==> src/design/ppfh_pkg.sv <==
// ----------------------------------------------------------------------------
// ppfh_pkg
// Shared constants and helpers for the peak pair fingerprint hasher.
// ----------------------------------------------------------------------------
package ppfh_pkg;

  localparam int FAN_DEF        = 5;
  localparam int HEX_DIGITS_DEF = 10;
  localparam int TIME_BITS_DEF  = 16;
  localparam int FREQ_BITS_DEF  = 12;

  localparam int HASH_W      = 40;
  localparam int CFG_W       = 16;
  localparam int CFG_IDX_W   = 2;
  localparam int QUEUE_DEPTH = 4;

  localparam logic [CFG_IDX_W-1:0] CFG_MIN_DELTA = 2'd0;
  localparam logic [CFG_IDX_W-1:0] CFG_MAX_DELTA = 2'd1;

  localparam logic [CFG_W-1:0] MIN_DELTA_RST = 16'd0;
  localparam logic [CFG_W-1:0] MAX_DELTA_RST = 16'd200;

  localparam logic [31:0] SHA_H0 = 32'h67452301;
  localparam logic [31:0] SHA_H1 = 32'hEFCDAB89;
  localparam logic [31:0] SHA_H2 = 32'h98BADCFE;
  localparam logic [31:0] SHA_H3 = 32'h10325476;
  localparam logic [31:0] SHA_H4 = 32'hC3D2E1F0;
  localparam logic [31:0] SHA_K0 = 32'h5A827999;
  localparam logic [31:0] SHA_K1 = 32'h6ED9EBA1;
  localparam logic [31:0] SHA_K2 = 32'h8F1BBCDC;
  localparam logic [31:0] SHA_K3 = 32'hCA62C1D6;

  // Number of decimal digits needed for the largest value of a given width.
  function automatic int dec_digits(input int w);
    longint m;
    int n;
    m = (longint'(1) << w) - 1;
    n = 1;
    while (m >= 10) begin
      m = m / 10;
      n = n + 1;
    end
    return n;
  endfunction

endpackage

==> src/design/peak_pair_fingerprint_hasher.sv <==
// After a peak that starts no pairing pass, the front goes through its done state (held there
// while a pending order-error job waits for the queue) before it takes the next peak.
// Each hashed pair goes through binary to decimal conversion of three numbers, bytes shifted
// one at a time into the block, and 80 rounds. Throughput is set by the single SHA-1 round
// unit; the front keeps issuing jobs into a four-entry queue, while it has room, as hashing runs.
// Reset: synchronous, active low; window empty, delta bounds 0 and 200.
// ----------------------------------------------------------------------------
// peak_pair_fingerprint_hasher
// Pairs time-ordered spectral peaks and emits truncated SHA-1 fingerprints.
// ----------------------------------------------------------------------------
module peak_pair_fingerprint_hasher #(
  parameter int FAN             = ppfh_pkg::FAN_DEF,
  parameter int HASH_HEX_DIGITS = ppfh_pkg::HEX_DIGITS_DEF,
  parameter int TIME_BITS       = ppfh_pkg::TIME_BITS_DEF,
  parameter int FREQ_BITS       = ppfh_pkg::FREQ_BITS_DEF
) (
  input  logic                           clk,
  input  logic                           rst_n,
  input  logic                           cfg_valid,
  output logic                           cfg_ready,
  input  logic [ppfh_pkg::CFG_IDX_W-1:0] cfg_index,
  input  logic [ppfh_pkg::CFG_W-1:0]     cfg_data,
  input  logic                           in_valid,
  output logic                           in_ready,
  input  logic [FREQ_BITS-1:0]           in_freq_bin,
  input  logic [TIME_BITS-1:0]           in_time_frame,
  input  logic                           in_last_peak,
  output logic                           out_valid,
  input  logic                           out_ready,
  output logic [ppfh_pkg::HASH_W-1:0]    out_hash_value,
  output logic [TIME_BITS-1:0]           out_anchor_time,
  output logic                           out_order_error,
  output logic                           out_last_result
);

  import ppfh_pkg::*;

  localparam int JW = 2 * FREQ_BITS + 2 * TIME_BITS + 2;

  logic [CFG_W-1:0] min_delta_r;
  logic [CFG_W-1:0] max_delta_r;
  logic             fq_valid;
  logic             fq_ready;
  logic [JW-1:0]    fq_data;
  logic             qb_valid;
  logic             qb_ready;
  logic [JW-1:0]    qb_data;

  assign cfg_ready = 1'b1;

  always_ff @(posedge clk) begin
    if (!rst_n) begin
      min_delta_r <= MIN_DELTA_RST;
      max_delta_r <= MAX_DELTA_RST;
    end else if (cfg_valid) begin
      if (cfg_index == CFG_MIN_DELTA) begin
        min_delta_r <= cfg_data;
      end else if (cfg_index == CFG_MAX_DELTA) begin
        max_delta_r <= cfg_data;
      end
    end
  end

  ppfh_front #(
    .FAN       (FAN),
    .TIME_BITS (TIME_BITS),
    .FREQ_BITS (FREQ_BITS),
    .JW        (JW)
  ) u_front (
    .clk           (clk),
    .rst_n         (rst_n),
    .in_valid      (in_valid),
    .in_ready      (in_ready),
    .in_freq_bin   (in_freq_bin),
    .in_time_frame (in_time_frame),
    .in_last_peak  (in_last_peak),
    .min_delta     (min_delta_r),
    .max_delta     (max_delta_r),
    .q_valid       (fq_valid),
    .q_ready       (fq_ready),
    .q_data        (fq_data)
  );

  ppfh_queue #(
    .W     (JW),
    .DEPTH (QUEUE_DEPTH)
  ) u_queue (
    .clk      (clk),
    .rst_n    (rst_n),
    .wr_valid (fq_valid),
    .wr_ready (fq_ready),
    .wr_data  (fq_data),
    .rd_valid (qb_valid),
    .rd_ready (qb_ready),
    .rd_data  (qb_data)
  );

  ppfh_back #(
    .TIME_BITS  (TIME_BITS),
    .FREQ_BITS  (FREQ_BITS),
    .HEX_DIGITS (HASH_HEX_DIGITS),
    .JW         (JW)
  ) u_back (
    .clk             (clk),
    .rst_n           (rst_n),
    .q_valid         (qb_valid),
    .q_ready         (qb_ready),
    .q_data          (qb_data),
    .out_valid       (out_valid),
    .out_ready       (out_ready),
    .out_hash_value  (out_hash_value),
    .out_anchor_time (out_anchor_time),
    .out_order_error (out_order_error),
    .out_last_result (out_last_result)
  );

endmodule

==> src/design/ppfh_queue.sv <==
// ----------------------------------------------------------------------------
// ppfh_queue
// Small first-in first-out queue of pair jobs between front and back.
// ----------------------------------------------------------------------------
module ppfh_queue #(
  parameter int W     = 58,
  parameter int DEPTH = 4
) (
  input  logic         clk,
  input  logic         rst_n,
  input  logic         wr_valid,
  output logic         wr_ready,
  input  logic [W-1:0] wr_data,
  output logic         rd_valid,
  input  logic         rd_ready,
  output logic [W-1:0] rd_data
);

  localparam int PW = (DEPTH > 1) ? $clog2(DEPTH) : 1;
  localparam int CW = $clog2(DEPTH + 1);

  logic [W-1:0]  mem_r [DEPTH];
  logic [PW-1:0] wp_r;
  logic [PW-1:0] rp_r;
  logic [CW-1:0] cnt_r;
  logic          do_wr;
  logic          do_rd;

  assign wr_ready = (cnt_r != CW'(DEPTH));
  assign rd_valid = (cnt_r != '0);
  assign rd_data  = mem_r[rp_r];
  assign do_wr    = wr_valid && wr_ready;
  assign do_rd    = rd_valid && rd_ready;

  always_ff @(posedge clk) begin
    if (do_wr) begin
      mem_r[wp_r] <= wr_data;
    end
  end

  always_ff @(posedge clk) begin
    if (!rst_n) begin
      wp_r  <= '0;
      rp_r  <= '0;
      cnt_r <= '0;
    end else begin
      if (do_wr) begin
        wp_r <= (wp_r == PW'(DEPTH - 1)) ? '0 : wp_r + 1'b1;
      end
      if (do_rd) begin
        rp_r <= (rp_r == PW'(DEPTH - 1)) ? '0 : rp_r + 1'b1;
      end
      if (do_wr && !do_rd) begin
        cnt_r <= cnt_r + 1'b1;
      end else if (do_rd && !do_wr) begin
        cnt_r <= cnt_r - 1'b1;
      end
    end
  end

endmodule

==> src/design/ppfh_front.sv <==
// ----------------------------------------------------------------------------
// ppfh_front
// Accepts peaks, checks their order, keeps the window and issues pair and order-error jobs.
// ----------------------------------------------------------------------------
module ppfh_front #(
  parameter int FAN       = ppfh_pkg::FAN_DEF,
  parameter int TIME_BITS = ppfh_pkg::TIME_BITS_DEF,
  parameter int FREQ_BITS = ppfh_pkg::FREQ_BITS_DEF,
  parameter int JW        = 2 * FREQ_BITS + 2 * TIME_BITS + 2
) (
  input  logic                       clk,
  input  logic                       rst_n,
  input  logic                       in_valid,
  output logic                       in_ready,
  input  logic [FREQ_BITS-1:0]       in_freq_bin,
  input  logic [TIME_BITS-1:0]       in_time_frame,
  input  logic                       in_last_peak,
  input  logic [ppfh_pkg::CFG_W-1:0] min_delta,
  input  logic [ppfh_pkg::CFG_W-1:0] max_delta,
  output logic                       q_valid,
  input  logic                       q_ready,
  output logic [JW-1:0]              q_data
);

  import ppfh_pkg::*;

  localparam int CW = $clog2(FAN + 1);
  localparam int IW = $clog2(FAN);
  localparam int DW = (TIME_BITS > CFG_W) ? TIME_BITS : CFG_W;

  typedef enum logic [1:0] {S_IDLE, S_PAIR, S_DONE} state_t;

  state_t               state_r;
  logic [CW-1:0]        cnt_r;
  logic [IW-1:0]        j_r;
  logic                 last_r;
  logic [FREQ_BITS-1:0] wf_r [FAN];
  logic [TIME_BITS-1:0] wt_r [FAN];
  logic [FREQ_BITS-1:0] nf_r;
  logic [TIME_BITS-1:0] nt_r;
  logic [JW-2:0]        pend_r;
  logic                 pend_v_r;

  logic [CW-1:0]        cnt_inc;
  logic                 bad;
  logic [FREQ_BITS-1:0] fj;
  logic [TIME_BITS-1:0] tj;
  logic [TIME_BITS-1:0] delta;
  logic                 qual;
  logic                 stall;
  logic                 pass_end;

  assign cnt_inc  = cnt_r + 1'b1;
  assign bad      = (cnt_r != '0) &&
                    ((in_time_frame < nt_r) || ((in_time_frame == nt_r) && (in_freq_bin < nf_r)));
  assign fj       = wf_r[j_r];
  assign tj       = wt_r[j_r];
  assign delta    = tj - wt_r[0];
  assign qual     = (tj >= wt_r[0]) && (DW'(delta) >= DW'(min_delta)) &&
                    (DW'(delta) <= DW'(max_delta));
  assign stall    = qual && pend_v_r && !q_ready;
  assign pass_end = (CW'(j_r) == cnt_r - CW'(1));

  assign in_ready = (state_r == S_IDLE);
  assign q_valid  = ((state_r == S_PAIR) && qual && pend_v_r) ||
                    ((state_r == S_DONE) && pend_v_r);
  assign q_data   = {(state_r == S_DONE), pend_r};

  always_ff @(posedge clk) begin
    if (!rst_n) begin
      state_r  <= S_IDLE;
      cnt_r    <= '0;
      j_r      <= '0;
      last_r   <= 1'b0;
      pend_v_r <= 1'b0;
    end else begin
      unique case (state_r)
        S_IDLE: begin
          if (in_valid) begin
            last_r <= in_last_peak;
            if (bad) begin
              pend_r   <= {1'b1, {(JW - 2){1'b0}}};
              pend_v_r <= 1'b1;
              if (in_last_peak && (cnt_r >= CW'(2))) begin
                j_r     <= IW'(1);
                state_r <= S_PAIR;
              end else begin
                if (in_last_peak) begin
                  cnt_r <= '0;
                end
                state_r <= S_DONE;
              end
            end else begin
              wf_r[cnt_r[IW-1:0]] <= in_freq_bin;
              wt_r[cnt_r[IW-1:0]] <= in_time_frame;
              nf_r                <= in_freq_bin;
              nt_r                <= in_time_frame;
              if ((cnt_inc == CW'(FAN)) || (in_last_peak && (cnt_inc >= CW'(2)))) begin
                cnt_r   <= cnt_inc;
                j_r     <= IW'(1);
                state_r <= S_PAIR;
              end else begin
                cnt_r   <= in_last_peak ? '0 : cnt_inc;
                state_r <= S_DONE;
              end
            end
          end
        end
        S_PAIR: begin
          if (!stall) begin
            if (qual) begin
              pend_r   <= {1'b0, wt_r[0], delta, fj, wf_r[0]};
              pend_v_r <= 1'b1;
            end
            if (pass_end) begin
              for (int k = 0; k < FAN - 1; k++) begin
                wf_r[k] <= wf_r[k+1];
                wt_r[k] <= wt_r[k+1];
              end
              if (last_r && (cnt_r - CW'(1) >= CW'(2))) begin
                cnt_r <= cnt_r - CW'(1);
                j_r   <= IW'(1);
              end else begin
                cnt_r   <= last_r ? '0 : cnt_r - CW'(1);
                state_r <= S_DONE;
              end
            end else begin
              j_r <= j_r + 1'b1;
            end
          end
        end
        S_DONE: begin
          if (!pend_v_r || q_ready) begin
            pend_v_r <= 1'b0;
            state_r  <= S_IDLE;
          end
        end
        default: state_r <= S_IDLE;
      endcase
    end
  end

`ifndef SYNTH
  a_idle_no_pending: assert property (@(posedge clk) disable iff (!rst_n)
    (state_r == S_IDLE) |-> !pend_v_r)
    else $error("pending job left over in idle");
  a_pair_has_two: assert property (@(posedge clk) disable iff (!rst_n)
    (state_r == S_PAIR) |-> (cnt_r >= CW'(2)))
    else $error("pair pass with fewer than two peaks");
  a_pair_index: assert property (@(posedge clk) disable iff (!rst_n)
    (state_r == S_PAIR) |-> ((CW'(j_r) < cnt_r) && (j_r != '0)))
    else $error("follower index outside window");
  a_done_idle: assert property (@(posedge clk) disable iff (!rst_n)
    ((state_r == S_DONE) && !pend_v_r) |=> (state_r == S_IDLE))
    else $error("done state did not return to idle");
`endif

endmodule

==> src/design/ppfh_back.sv <==
// ----------------------------------------------------------------------------
// ppfh_back
// Formats one pair job as decimal text and runs one SHA-1 block over it; error jobs skip hashing.
// ----------------------------------------------------------------------------
module ppfh_back #(
  parameter int TIME_BITS  = ppfh_pkg::TIME_BITS_DEF,
  parameter int FREQ_BITS  = ppfh_pkg::FREQ_BITS_DEF,
  parameter int HEX_DIGITS = ppfh_pkg::HEX_DIGITS_DEF,
  parameter int JW         = 2 * FREQ_BITS + 2 * TIME_BITS + 2
) (
  input  logic                        clk,
  input  logic                        rst_n,
  input  logic                        q_valid,
  output logic                        q_ready,
  input  logic [JW-1:0]               q_data,
  output logic                        out_valid,
  input  logic                        out_ready,
  output logic [ppfh_pkg::HASH_W-1:0] out_hash_value,
  output logic [TIME_BITS-1:0]        out_anchor_time,
  output logic                        out_order_error,
  output logic                        out_last_result
);

  import ppfh_pkg::*;

  localparam int NW  = (FREQ_BITS > TIME_BITS) ? FREQ_BITS : TIME_BITS;
  localparam int ND  = dec_digits(NW);
  localparam int BW  = ND * 4;
  localparam int DPW = $clog2(ND);
  localparam int NCW = $clog2(NW);
  localparam int HSH = 64 - 4 * HEX_DIGITS;

  typedef enum logic [2:0] {S_IDLE, S_CONV, S_EMIT, S_SEP, S_PAD, S_ROUND, S_FIN} state_t;

  state_t               state_r;
  logic [FREQ_BITS-1:0] jf2_r;
  logic [TIME_BITS-1:0] jd_r;
  logic [TIME_BITS-1:0] jat_r;
  logic                 jerr_r;
  logic                 jlast_r;
  logic [1:0]           fld_r;
  logic [NW-1:0]        bin_r;
  logic [BW-1:0]        bcd_r;
  logic [NCW-1:0]       cnt_r;
  logic [DPW-1:0]       dp_r;
  logic                 started_r;
  logic [511:0]         blk_r;
  logic [6:0]           bc_r;
  logic [6:0]           len_r;
  logic [6:0]           rnd_r;
  logic [31:0]          a_r, b_r, c_r, d_r, e_r;
  logic                 out_valid_r;
  logic [HASH_W-1:0]    hash_r;
  logic [TIME_BITS-1:0] atime_r;
  logic                 err_r;
  logic                 lres_r;

  logic [BW-1:0]        adj;
  logic [3:0]           dig;
  logic                 emit_now;
  logic                 push;
  logic [7:0]           pbyte;
  logic [15:0]          len_bits;
  logic [31:0]          wcur;
  logic [31:0]          wx;
  logic [31:0]          wnew;
  logic [31:0]          ff;
  logic [31:0]          kk;
  logic [31:0]          tsum;
  logic [63:0]          top64;
  logic [63:0]          shifted;
  logic                 out_free;

  always_comb begin
    for (int k = 0; k < ND; k++) begin
      adj[4*k +: 4] = (bcd_r[4*k +: 4] >= 4'd5) ? bcd_r[4*k +: 4] + 4'd3 : bcd_r[4*k +: 4];
    end
  end

  assign dig      = bcd_r[{dp_r, 2'b00} +: 4];
  assign emit_now = (dig != 4'd0) || started_r || (dp_r == '0);
  assign len_bits = {6'd0, len_r, 3'b000};

  always_comb begin
    push  = 1'b0;
    pbyte = 8'h00;
    unique case (state_r)
      S_EMIT: begin
        push  = emit_now;
        pbyte = {4'h3, dig};
      end
      S_SEP: begin
        push  = 1'b1;
        pbyte = 8'h7C;
      end
      S_PAD: begin
        push = 1'b1;
        if (bc_r == len_r) begin
          pbyte = 8'h80;
        end else if (bc_r == 7'd62) begin
          pbyte = len_bits[15:8];
        end else if (bc_r == 7'd63) begin
          pbyte = len_bits[7:0];
        end
      end
      default: push = 1'b0;
    endcase
  end

  assign wcur = blk_r[511:480];
  assign wx   = blk_r[511-32*13 -: 32] ^ blk_r[511-32*8 -: 32] ^
                blk_r[511-32*2 -: 32] ^ blk_r[511:480];
  assign wnew = {wx[30:0], wx[31]};

  always_comb begin
    if (rnd_r < 7'd20) begin
      ff = (b_r & c_r) | (~b_r & d_r);
      kk = SHA_K0;
    end else if (rnd_r < 7'd40) begin
      ff = b_r ^ c_r ^ d_r;
      kk = SHA_K1;
    end else if (rnd_r < 7'd60) begin
      ff = (b_r & c_r) | (b_r & d_r) | (c_r & d_r);
      kk = SHA_K2;
    end else begin
      ff = b_r ^ c_r ^ d_r;
      kk = SHA_K3;
    end
  end

  assign tsum     = {a_r[26:0], a_r[31:27]} + ff + e_r + kk + wcur;
  assign top64    = {SHA_H0 + a_r, SHA_H1 + b_r};
  assign shifted  = top64 >> HSH;
  assign out_free = !out_valid_r || out_ready;

  assign q_ready         = (state_r == S_IDLE);
  assign out_valid       = out_valid_r;
  assign out_hash_value  = hash_r;
  assign out_anchor_time = atime_r;
  assign out_order_error = err_r;
  assign out_last_result = lres_r;

  always_ff @(posedge clk) begin
    if (push) begin
      blk_r <= {blk_r[503:0], pbyte};
    end else if (state_r == S_ROUND) begin
      blk_r <= {blk_r[479:0], wnew};
    end
  end

  always_ff @(posedge clk) begin
    if (!rst_n) begin
      state_r     <= S_IDLE;
      out_valid_r <= 1'b0;
      bc_r        <= '0;
      len_r       <= '0;
    end else begin
      if (out_valid_r && out_ready && (state_r != S_FIN)) begin
        out_valid_r <= 1'b0;
      end
      if (push) begin
        bc_r <= bc_r + 1'b1;
      end
      unique case (state_r)
        S_IDLE: begin
          if (q_valid) begin
            jf2_r   <= q_data[2*FREQ_BITS-1:FREQ_BITS];
            jd_r    <= q_data[2*FREQ_BITS+TIME_BITS-1:2*FREQ_BITS];
            jat_r   <= q_data[2*FREQ_BITS+2*TIME_BITS-1:2*FREQ_BITS+TIME_BITS];
            jerr_r  <= q_data[JW-2];
            jlast_r <= q_data[JW-1];
            bin_r   <= NW'(q_data[FREQ_BITS-1:0]);
            bcd_r   <= '0;
            cnt_r   <= '0;
            fld_r   <= 2'd0;
            bc_r    <= '0;
            len_r   <= '0;
            state_r <= q_data[JW-2] ? S_FIN : S_CONV;
          end
        end
        S_CONV: begin
          bcd_r <= {adj[BW-2:0], bin_r[NW-1]};
          bin_r <= bin_r << 1;
          cnt_r <= cnt_r + 1'b1;
          if (cnt_r == NCW'(NW - 1)) begin
            dp_r      <= DPW'(ND - 1);
            started_r <= 1'b0;
            state_r   <= S_EMIT;
          end
        end
        S_EMIT: begin
          if (emit_now) begin
            started_r <= 1'b1;
            len_r     <= len_r + 1'b1;
          end
          if (dp_r == '0) begin
            state_r <= (fld_r == 2'd2) ? S_PAD : S_SEP;
          end else begin
            dp_r <= dp_r - 1'b1;
          end
        end
        S_SEP: begin
          len_r   <= len_r + 1'b1;
          fld_r   <= fld_r + 1'b1;
          bin_r   <= (fld_r == 2'd0) ? NW'(jf2_r) : NW'(jd_r);
          bcd_r   <= '0;
          cnt_r   <= '0;
          state_r <= S_CONV;
        end
        S_PAD: begin
          if (bc_r == 7'd63) begin
            a_r     <= SHA_H0;
            b_r     <= SHA_H1;
            c_r     <= SHA_H2;
            d_r     <= SHA_H3;
            e_r     <= SHA_H4;
            rnd_r   <= '0;
            state_r <= S_ROUND;
          end
        end
        S_ROUND: begin
          e_r   <= d_r;
          d_r   <= c_r;
          c_r   <= {b_r[1:0], b_r[31:2]};
          b_r   <= a_r;
          a_r   <= tsum;
          rnd_r <= rnd_r + 1'b1;
          if (rnd_r == 7'd79) begin
            state_r <= S_FIN;
          end
        end
        S_FIN: begin
          if (out_free) begin
            out_valid_r <= 1'b1;
            hash_r      <= jerr_r ? '0 : shifted[HASH_W-1:0];
            atime_r     <= jerr_r ? '0 : jat_r;
            err_r       <= jerr_r;
            lres_r      <= jlast_r;
            state_r     <= S_IDLE;
          end
        end
        default: state_r <= S_IDLE;
      endcase
    end
  end

`ifndef SYNTH
  a_round_block_full: assert property (@(posedge clk) disable iff (!rst_n)
    (state_r == S_ROUND) |-> (bc_r == 7'd64))
    else $error("rounds started on a partly filled block");
  a_round_count: assert property (@(posedge clk) disable iff (!rst_n)
    (state_r == S_ROUND) |-> (rnd_r <= 7'd79))
    else $error("round counter overran");
  a_fin_holds: assert property (@(posedge clk) disable iff (!rst_n)
    ((state_r == S_FIN) && out_valid_r && !out_ready) |=> (state_r == S_FIN))
    else $error("result overwrote one not yet taken");
`endif

endmodule

==> config.mk <==
export PLATFORM = sky130hd
export DESIGN_NAME = peak_pair_fingerprint_hasher
export DESIGN_NICKNAME = d
export VERILOG_FILES = /design/src/design/ppfh_pkg.sv /design/src/design/peak_pair_fingerprint_hasher.sv /design/src/design/ppfh_queue.sv /design/src/design/ppfh_front.sv /design/src/design/ppfh_back.sv
export SDC_FILE = /design/constraint.sdc
export NUM_CORES = 2
export LEC_CHECK = 0
export BUFFER_PORTS_ARGS = -buffer_cell sky130_fd_sc_hd__buf_2
export CORE_UTILIZATION = 50
export DETAILED_ROUTE_END_ITERATION = 8
export HOLD_SLACK_MARGIN = 0.08
export PLACE_DENSITY = 0.71
export SYNTH_ARGS = -nofsm -noshare
export SYNTH_HDL_FRONTEND = slang
export SYNTH_SLANG_ARGS = --single-unit
==> constraint.sdc <==
create_clock -name clk -period 63.3 [get_ports clk]
set_clock_uncertainty 0.1 [all_clocks]
set_input_delay 18.99 -clock clk [delete_from_list [all_inputs] [get_ports clk]]
set_output_delay 18.99 -clock clk [all_outputs]
set_load 0.01 [all_outputs]
==> summary.md <==
| Metric | Value |
|---|---|
| Synthesized area | `0.0675 sq mm` |
| Hold Vio Cnt, Final | `0` |
| Failing checks | `DRC` |
| Worst setup SP type | `primary input` |
| H-tree Lvls | `4` |
| ANT nets after route | `0` |
| Worst Hold Depth | `2` |
| Post-route cell area | `0.0744 sq mm` |
| Clk sink count | `1,442` |
| Via Count | `40,800` |
| Clk_lat worst skew | `780 ps` |
| Reg power frac | `44.3%` |
| Sequential fraction of the synthesis area | `63.1%` |
| EDFF count, synth | `1,370` |
| Vias in the first global route | `40,300` |
| Syn Area/Cell | `12.4 sq um` |
| Crit-path max FO | `57` |
| Total Neg Setup Slack | `0 ps` |
| Synth Register Bits | `1,442` |
| Achievable Freq | `45.5 MHz` |
| Leak pwr | `28.3 nW` |
| Clock transition at path regs | `60 ps` |
| Detailed Place HPWL | `94,800 um` |
| P per Cell Area | `50.7 mW/mm^2` |
| Sw frac | `35.9%` |
| Distinct cells, synth | `82` |
| DRT Pass-1 Iters | `8` |
| Layout cells sized above 1 | `9.94%` |
| Power share of the combinational group | `32.2%` |
| Initial antenna violation count | `1` |
| RD Place Congestion | `0.884` |
| CTS max path bufs | `3` |
| Worst r2r path cells | `24` |
| Clock Tree Root | `clkbuf_16` |
| Vias per cell | `5.52` |
| Total track usage | `21.5%` |
| Total global routing overflow | `0` |
| Total Nets Final | `5,843` |
| R2r endpoint | `u_front.wt_r[1][10]` |
| Most common flop cell mapped by yosys | `edfxtp_1` |
| Hold WC Path Type | `register to register` |
| Number of setup buffers added after CTS | `0` |
| Non-filler cells, final | `7,392` |
| R2r setup slk | `54,720 ps` |
| Switching power | `0.00135 W` |
| MaxCap Viol Count | `0` |
| Pint | `0.00242 W` |
| Syn nets | `5,769` |
| Worst Path Arrival | `22,260 ps` |
| Starting density of the core | `50.5%` |
| Outcome | `finished, violations left` |
| Layout area overhead | `10.3%` |
| Worst setup EP type | `register` |
| WL final | `145,000 um` |
| Remaining DRCs | `9` |
| Post-Syn Instances | `5,424` |
| Syn. warnings | `0` |
| Finish-stage setup viols | `0` |
| Area after DPL | `0.0695 sq mm` |
| First-pass GRT wire length | `228,000 um` |
| Worst Tran Pin Value | `1200 ps` |
| CP Class | `primary input to register` |
| Worst slew margin | `20.3%` |
| Unrepaired setup endpoints after global routing | `false` |
| Buffers on Ports | `111` |
| Post-synthesis async set-or-reset flop share | `0%` |
| Post-cts resize count | `0` |
| Max VDD drop | `0.0523 mV` |
| Initial DRC count | `3,931` |
| Die Footprint | `0.136 sq mm` |
| Io pins | `113` |
| Dpl cells | `7,112` |
| FP Rows | `134` |
| Clock power frac | `23.5%` |
| Max-slew violations | `0` |
| Die height | `369 um` |
| Min Tclk post-route | `21,960 ps` |
| CP Data Required Time | `63,590 ps` |
| Min-delay src | `max_delta_r[12]` |
| ANT cells | `0` |
| CTS tree | `built` |
| Wire length per cell | `19.7 um` |
| Largest net degree at the start of global routing | `221` |
| Min-Delay Endpoint | `max_delta_r[12]` |
| Total CTS buffers | `152` |
| Final worst path period share | `34.7%` |
| Core area | `0.134 sq mm` |
| Die Wd | `369 um` |
| Hold buffers post-CTS | `0` |
-- power groups by stage --
stage	registers (W)	logic [W]	clock network [W]
finish	0.00167	0.00122	0.000887
global placement	0.00168	0.00119	0
global route	0.00170	0.00138	0.000937
floorplan	0.00173	0.000982	0
CTS	0.00167	0.00123	0.000902
detailed placement	0.00169	0.00122	0
-- cells in the mapped netlist (12+ instances only) --
master	n	share of area, %
o211ai_1	13	0.14
edfxtp_1	1370	61
or3_1	12	0.11
xnor2_1	156	2.0
nand3_1	36	0.27
nor3_1	30	0.22
buf_6	34	0.57
buf_1	20	0.11
o221ai_1	22	0.29
inv_1	195	1.1
and3_1	70	0.65
clkbuf_1	87	0.48
fa_1	121	3.6
mux2_2	15	0.25
o21a_1	16	0.18
a211oi_1	16	0.18
and2_1	32	0.30
buf_4	14	0.16
nand4_1	21	0.19
mux4_2	114	3.8
mux2i_1	42	0.62
a21oi_1	166	1.2
dfxtp_1	72	2.1
nor2b_1	68	0.63
o21ai_1	17	0.13
a21o_1	135	1.5
o21ai_0	87	0.65
nand2b_1	75	0.70
xor2_1	50	0.65
buf_2	84	0.62
nor2_1	247	1.4
ha_1	172	3.2
nand2_1	1671	9.3
-- registers in the layout, summed over array words and instances (netlist names), 20 cells and up, named ones only --
register               count
u_back.d_r                32
u_front.wf_r              96
u_front.pend_r            57
u_back.b_r                32
u_queue.mem_r            232
u_back.a_r                32
u_back.e_r                32
u_back.c_r                32
u_front.wt_r             128
u_back.out_hash_value     40
u_back.blk_r             512
u_back.bcd_r              20
-- cell usage in the layout (no fill, tap or decap), types with 111 or more instances in the layout --
cell type / n
nand2_1: 1669
edfxtp_1: 1370
nor2_1: 238
inv_1: 195
ha_1: 172
a21oi_1: 166
xnor2_1: 156
clkbuf_16: 156
a21o_1: 135
fa_1: 121
mux4_2: 114
buf_2: 111
-- layer usage --
layer	wire, um	vias to the layer above	GRT usage (%)
met4	4240	2	7.33
met2	72500	1136	36.1
met3	7750	244	3.40
li1	-	19100	-
met1	61000	20300	28.4
met5	13	-	0
-- layout make-up --
class	count	area, sq um
Fill cell	10800	59200
Sequential cell	1442	42600
Multi-Input combinational cell	3542	23000
Clock buffer	195	4070
Tap cell	1768	2210
Timing Repair Buffer	160	973
Clock inverter	85	886
Inverter	200	751
-- stage by stage --
| stage | power (W) | worst slack [ps] | utilization [%] | hold WS [ps] |
|---|---|---|---|---|
| after global routing | 0.00402 | 41070 | 55.7 | 369 |
| after floorplan | 0.00271 | 26840 | - | 300 |
| after global placement | 0.00287 | 40640 | 52.0 | 343 |
| after detailed placement | 0.00291 | 40570 | 52.0 | 348 |
| after CTS | 0.00381 | 41370 | 55.7 | 356 |
| final | 0.00377 | 41340 | 55.7 | 352 |
-- cells by family (layout without fill, tap and decap cells) --
family | after synthesis | in the layout | synth area share (%)
AOI/OAI and AO/OA | 569 | 569 | 5.50
buffers and inverters | 440 | 640 | 3.06
and+or+nand+nor | 2302 | 2302 | 14.2
adders and majority gates | 293 | 293 | 6.78
other | 1 | 1 | 0.00556
xor gates and xnor gates | 206 | 206 | 2.67
muxes | 171 | 171 | 4.68
DFF | 1442 | 1442 | 63.1
-- critical path: stages --
cell     delay [ps]
buf_2           140
ha_1            300
nand4_1         210
nor3_1          470
nand4_1         240
a211o_1         310
a21oi_2         460
nor2_1           90
a21oi_1         130
o21ai_0         180
nor2_4          120
buf_4           560
-- how the worst max path moves through the flow --
stage / start / to / slack (ps)
final: in_time_frame[13] / u_front.pend_r[26] / 41340
after floorplan: rst_n / u_back.a_r[0] / 26840
after global routing: in_time_frame[13] / u_front.pend_r[36] / 41070
after detailed placement: in_time_frame[13] / u_front.pend_r[34] / 40570
after CTS: in_time_frame[13] / u_front.pend_r[36] / 41370
after global placement: in_time_frame[15] / u_front.pend_r[34] / 40640
No activity file was read; power rests on OpenSTA's default activity.
